**src/rtl/core/btr_pkg.sv**
```systemverilog
// ----------------------------------------------------------------------------
// btr_pkg
// Shared types and constants of the bitmap text renderer.
// ----------------------------------------------------------------------------
package btr_pkg;

    // Operation codes carried in s_tuser
    localparam logic [1:0] OP_FONT_WRITE = 2'd0;
    localparam logic [1:0] OP_START      = 2'd1;
    localparam logic [1:0] OP_CHAR       = 2'd2;

    // Configuration register indexes
    localparam logic [1:0] CFG_SCREEN_WIDTH = 2'd0;
    localparam logic [1:0] CFG_TEXT_COLOR   = 2'd1;
    localparam logic [1:0] CFG_BG_COLOR     = 2'd2;

    localparam int          STORE_DEPTH  = 768;
    localparam logic [7:0]  NEWLINE_CODE = 8'h0A;
    localparam logic [9:0]  ROW_MAX      = 10'd1023;
    localparam logic [12:0] COL_MAX      = 13'd4095;
    localparam logic [10:0] WIDTH_RESET  = 11'd320;
    localparam logic [2:0]  GLYPH_MSB    = 3'd7;

    localparam int IN_DATA_W  = 48;
    localparam int OUT_DATA_W = 32;
    localparam int CFG_DATA_W = 11;

    // Datapath to controller
    typedef struct packed {
        logic draw_req;
        logic visible;
        logic out_free;
        logic col_last;
        logic row_last;
    } dp_status_t;

    // Controller to datapath
    typedef struct packed {
        logic accept;
        logic advance;
        logic emit;
    } dp_cmd_t;

endpackage

```
**src/rtl/core/btr_ctrl.sv**
```systemverilog
// ----------------------------------------------------------------------------
// btr_ctrl
// Sequencer: takes one item at a time and walks a glyph pixel by pixel.
// ----------------------------------------------------------------------------
module btr_ctrl (
    input  logic               aclk,
    input  logic               aresetn,
    input  logic               s_tvalid,
    output logic               s_tready,
    input  btr_pkg::dp_status_t status,
    output btr_pkg::dp_cmd_t    cmd
);
    import btr_pkg::*;

    typedef enum logic {
        ST_IDLE,
        ST_DRAW
    } state_t;

    state_t state_reg, state_next;

    always_comb begin
        state_next  = state_reg;
        cmd         = '0;
        s_tready    = 1'b0;
        case (state_reg)
            ST_IDLE: begin
                s_tready   = 1'b1;
                cmd.accept = s_tvalid;
                if (s_tvalid && status.draw_req) begin
                    state_next = ST_DRAW;
                end
            end
            ST_DRAW: begin
                // hidden columns step freely, visible ones wait for a free slot
                cmd.emit    = status.visible && status.out_free;
                cmd.advance = !status.visible || status.out_free;
                if (cmd.advance && status.col_last && status.row_last) begin
                    state_next = ST_IDLE;
                end
            end
            default: begin
                state_next = ST_IDLE;
            end
        endcase
    end

    always_ff @(posedge aclk) begin
        if (!aresetn) begin
            state_reg <= ST_IDLE;
        end else begin
            state_reg <= state_next;
        end
    end

endmodule

```
**config.mk**
```make
export PLATFORM = sky130hd
export DESIGN_NAME = btr_ctrl
export DESIGN_NICKNAME = d
export VERILOG_FILES = /design/src/rtl/core/btr_pkg.sv /design/src/rtl/core/btr_ctrl.sv
export SDC_FILE = /design/constraint.sdc
export NUM_CORES = 1
export LEC_CHECK = 0
export BUFFER_PORTS_ARGS = -buffer_cell sky130_fd_sc_hd__buf_4
export CORE_AREA = 2 2 39 41
export DETAILED_ROUTE_END_ITERATION = 8
export DIE_AREA = 0 0 41 43
export PLACE_DENSITY = 0.36
export SLEW_MARGIN = 20
export SYNTH_ARGS = -nofsm -noshare
export SYNTH_HDL_FRONTEND = slang
export SYNTH_SLANG_ARGS = --single-unit
export TNS_END_PERCENT = 1
```
**constraint.sdc**
```tcl
create_clock -name aclk -period 0.8 [get_ports aclk]
set_input_delay 0.04 -clock aclk [delete_from_list [all_inputs] [get_ports aclk]]
set_output_delay 0.04 -clock aclk [all_outputs]
set_load 0.01 [all_outputs]
```
==> metrics.cfg, run 1 <==
[global_routing]
grt_pass1_wl_um=372
grt_max_degree=5
grt_pass1_vias=93
grt_overflow=0
track_usage_pct=3.00
antenna_found_initial=0

[pwr]
leakagePower_nw=0.0895
p_per_area_mw_per_mm2=755
irDropWorstVdd_mv=0.124

[worst_setup_path]
path_cells=inv_2 -> o311a_1
rr_worst_depth=2
endpoint_kind=flip-flop
worst_path_max_delay_cell=dfxtp_2
start_kind=flip-flop
crit_required_ns=0.68
cp_max_fo=4
critPathKind=reg2reg
cp.arrival_ns=0.64
critPathMaxStageDelay_ns=0.33

[sta]
max_freq_mhz=1310
tns_ns=0
slew_headroom_pct=90.4
finalSetupViolations=0
worst_slew_pin_slew_ns=0.143
layout_min_cycle_time_ns=0.765
whs_ns=0.280
finalMaxSlewViolations=0
period_share_pct=95.7
hold_viol_final=0
clock_skew_ns=0
rsz0062_at_grt=no

[yosys]
ys_seq_area_share_pct=27.6
syn_nets=17
ys_seq_elements=1
synth_cell_types=9
postSynthAreaPerCell_um2=8.06
synth_area_um2=72.6
ys_warn_count=0
synthCells=9

[status]
status=finished clean

[clock_network]
insertion_delay_ns=0
post-cts-setup-buffer-count=0
clk_pin_slew_worst_paths_ns=0
cts_resized=0
ctsHoldBuffers=0

[drt]
drtAntennaViolNets=0
first_iter_violations=2
drtPass1Iterations=4
viasPerCell=2.86
drc_errors=0
post_drt_wl_per_cell_um=7.78
vias=103
routed_wl_um=280

[floorplanning]
die-width_um=41
start_util_pct=5.24
row_count=14
dieHeight_um=43
ios=12
core_area_mm2=0.00138
die_area_mm2=0.00176

[placed_design]
place_congestion=0.548
dp_hpwl_um=265
io_buffers=11

[finish]
drive_above_1_share_pct=80.0
final_common_cell=buf_4
syn_to_final_growth_pct=143
largest_reg_flops=1
fin_nets=30
antenna_cells=0

[min_path]
min_path_type=in2reg
hold_depth=2

[run]
cap_violations=0

## critical path: cells and delay by family (launching register included)
kind	cells	cell delay, ns
buf+inv	1	0.05
compound gates	1	0.27
flops	1	0.33
## kinds of logic after synthesis
logic type      Yosys count  share of synthesized area [%]
compound gates            2                           25.9
buf+inv                   1                           5.17
flops                     1                           27.6
simple gates              5                           41.4
## where the power goes
group          switching, W  total [W]  internal, W
registers        0.00000340  0.0000587    0.0000553
clock network             0          0            0
logic             0.0000257  0.0000744    0.0000488
total             0.0000291   0.000133     0.000104
## cell usage after synthesis
cell / instances / area [um2]
inv_2: 1 / 3.75
nor2b_1: 1 / 6.26
and3_2: 1 / 7.51
and2b_2: 1 / 8.76
a21o_2: 1 / 8.76
dfxtp_1: 1 / 20.0
o311a_1: 1 / 10.0
nand2_1: 1 / 3.75
nor2_1: 1 / 3.75
## layer usage
| layer | share of wire [%] | wire (um) | GRT usage [%] | vias to the layer above |
|---|---|---|---|---|
| met4 | 0 | 0 | 0 | 0 |
| met1 | 49 | 136 | 5.08 | 38 |
| li1 | - | - | - | 53 |
| met2 | 20 | 56 | 3.13 | 12 |
| met5 | 0 | 0 | 0 | - |
| met3 | 31 | 87 | 2.09 | 0 |
## area by class of cell
class                           instances  area [um2]
Inverter                                1        3.75
Fill cell                             153        1210
Tap cell                               16        20.0
Sequential cell                         1        21.3
Timing Repair Buffer                   11        82.6
Multi-Input combinational cell          7        48.8
## through the flow
step,total power [W],instances,util [%],setup WS (ns),cell area (um2)
after floorplan,0.0000854,9,-,0.0347,73.8
after global placement,0.000131,36,12.7,0.0439,176
after detailed placement,0.000134,36,12.7,0.0340,176
after CTS,0.000134,36,12.7,0.0340,176
after global routing,0.000141,36,12.7,0.0161,176
final,0.000133,36,12.7,0.0346,176
## path summary, 6_finish.rpt
| path | end | startpoint | slack, ns |
|---|---|---|---|
| worst max-delay path | state_reg | state_reg | 0.03 |
| worst min-delay path | state_reg | aresetn | 0.28 |
| worst max register to register | state_reg | state_reg | 0.03 |
| worst min register to register | state_reg | state_reg | 0.54 |
Power figures use the tool's default switching activity.
==> inputs of run 2 (changes only) <==
--- a/config.mk
+++ b/config.mk
@@ -6,10 +6,12 @@
 export NUM_CORES = 1
 export LEC_CHECK = 0
 export BUFFER_PORTS_ARGS = -buffer_cell sky130_fd_sc_hd__buf_4
+export CELL_PAD_IN_SITES_DETAIL_PLACEMENT = 0
+export CELL_PAD_IN_SITES_GLOBAL_PLACEMENT = 1
 export CORE_AREA = 2 2 39 41
 export DETAILED_ROUTE_END_ITERATION = 8
 export DIE_AREA = 0 0 41 43
-export PLACE_DENSITY = 0.36
+export PLACE_DENSITY = 0.46
 export SLEW_MARGIN = 20
 export SYNTH_ARGS = -nofsm -noshare
 export SYNTH_HDL_FRONTEND = slang
==> run 2 against run 1 <==
Net effect:
- register-to-register slack about the same
- die area unchanged
- sequential cell count unchanged
- total power up 0.18%
- cell area unchanged
- sequential power about the same
- clock skew unchanged
- first-iteration DRC count down 50%
- combinational power about the same
- routed wire length up 4.3%
- sequential share of layout area unchanged
- via count up 2.9%
- highest routed layer unchanged
==> metrics.cfg, run 2 (synthesis gave the netlist of run 1 again) <==
[sta]
hold_viol_final=0  ; unchanged
rsz0062_at_grt=no
finalSetupViolations=0  ; unchanged
tns_ns=0  ; unchanged
layout_min_cycle_time_ns=0.767  ; +0.00111 ns
slew_headroom_pct=91.0  ; +0.55 points
worst_slack_ns=0.0334  ; -0.00111 ns
clock_skew_ns=0  ; unchanged
finalMaxSlewViolations=0  ; unchanged
max_freq_mhz=1300  ; -0.15%
worst_slew_pin_slew_ns=0.135  ; -0.00817 ns
period_share_pct=95.8  ; +0.14 points

[drt]
routed_wl_um=292  ; +4.3%
post_drt_wl_per_cell_um=8.11  ; +4.3%
drtPass1Iterations=4  ; unchanged
first_iter_violations=1  ; -1
drtAntennaViolNets=0  ; unchanged
drc_errors=0  ; unchanged
vias=106  ; +2.9%
viasPerCell=2.94  ; +2.9%

[status]
status=finished clean

[floorplanning]
die-width_um=41  ; unchanged
die_area_mm2=0.00176  ; unchanged
core_area_mm2=0.00138  ; unchanged
row_count=14  ; unchanged
ios=12  ; unchanged
dieHeight_um=43  ; unchanged
start_util_pct=5.24  ; unchanged

[pwr]
p_per_area_mw_per_mm2=756  ; +0.18%
leakagePower_nw=0.0895  ; unchanged
intPower_w=0.000104  ; about the same
p_switching_w=0.0000293  ; +0.78%
switching_share_pct=22.0  ; +0.13 points
power.total_w=0.000133  ; +0.18%
combPwrFrac_pct=56.0  ; about the same
clkPwrFrac_pct=0  ; unchanged
irDropWorstVdd_mv=0.128  ; +3.7%
pwr-share-seq_pct=44.0  ; about the same

[clock_network]
post-cts-setup-buffer-count=0  ; unchanged
cts_resized=0  ; unchanged
ctsHoldBuffers=0  ; unchanged
clk_pin_slew_worst_paths_ns=0  ; unchanged
insertion_delay_ns=0  ; unchanged

[worst_setup_path]
critPathKind=reg2reg
start_kind=flip-flop
cp_max_fo=4  ; unchanged
cp.arrival_ns=0.64  ; about the same
crit_required_ns=0.68  ; about the same
endpoint_kind=flip-flop

[global_routing]
grt_overflow=0  ; unchanged
track_usage_pct=3.30  ; +0.30 points
antenna_found_initial=0  ; unchanged
grt_pass1_wl_um=393  ; +5.6%
grt_pass1_vias=106  ; +14%
grt_max_degree=5  ; unchanged

[finish]
final_common_cell=buf_4
fin_nets=30  ; unchanged
antenna_cells=0  ; unchanged
fin_cells=36  ; unchanged
largest_reg_flops=1  ; unchanged
drive_above_1_share_pct=80.0  ; unchanged
syn_to_final_growth_pct=143  ; unchanged

[placed_design]
place_congestion=0.572  ; +4.3%
io_buffers=11  ; unchanged
dp.cells=36  ; unchanged
preCtsSetupSlack_ns=0.0244  ; -0.00958 ns

[run]
cap_violations=0  ; unchanged

[min_path]
min_path_type=in2reg

[run 2: cell type report]
type                       count  area, um2
timing repair buffer          11       82.6
multi-input combinational      7       48.8
tap                           16       20.0
fill                         160       1210
inverter                       1       3.75
sequential                     1       21.3
[run 2: metrics by stage]
| stage | area (um2) | utilization [%] | hold slack [ns] |
|---|---|---|---|
| 6_report | 176 | 12.7 | 0.285 |
| 5_1_grt | 176 | 12.7 | 0.294 |
| 4_1_cts | 176 | 12.7 | 0.290 |
| 3_5_place_dp | 176 | 12.7 | 0.290 |
| 3_3_place_gp | 176 | 12.7 | 0.292 |
| 2_1_floorplan | 73.8 | - | 0.164 |
[run 2: per-layer routing]
metal  wire [um]  track usage, %
met5           0               0
met2          67            4.38
met4           0               0
met3          72            2.09
met1         152            4.76
[run 2: worst paths after layout]
path	from	to	slack [ns]	depth (start not counted)
setup / recovery	state_reg	state_reg	0.03	2
hold / removal	aresetn	state_reg	0.28	2
setup reg to reg	state_reg	state_reg	0.03	2
hold reg to reg	state_reg	state_reg	0.54	2
[run 2: critical path, cell delays in order, from the launching register on]
cell and delay, ns:
dfxtp_2 0.33, inv_2 0.04, o311a_1 0.27
[run 2: power groups by stage]
stage | Clock (W) | Combinational, W | Sequential, W
after floorplan | 0 | 0.0000273 | 0.0000581
after global placement | 0 | 0.0000738 | 0.0000585
after detailed placement | 0 | 0.0000757 | 0.0000590
after CTS | 0 | 0.0000758 | 0.0000590
after global routing | 0 | 0.0000831 | 0.0000598
final | 0 | 0.0000747 | 0.0000587
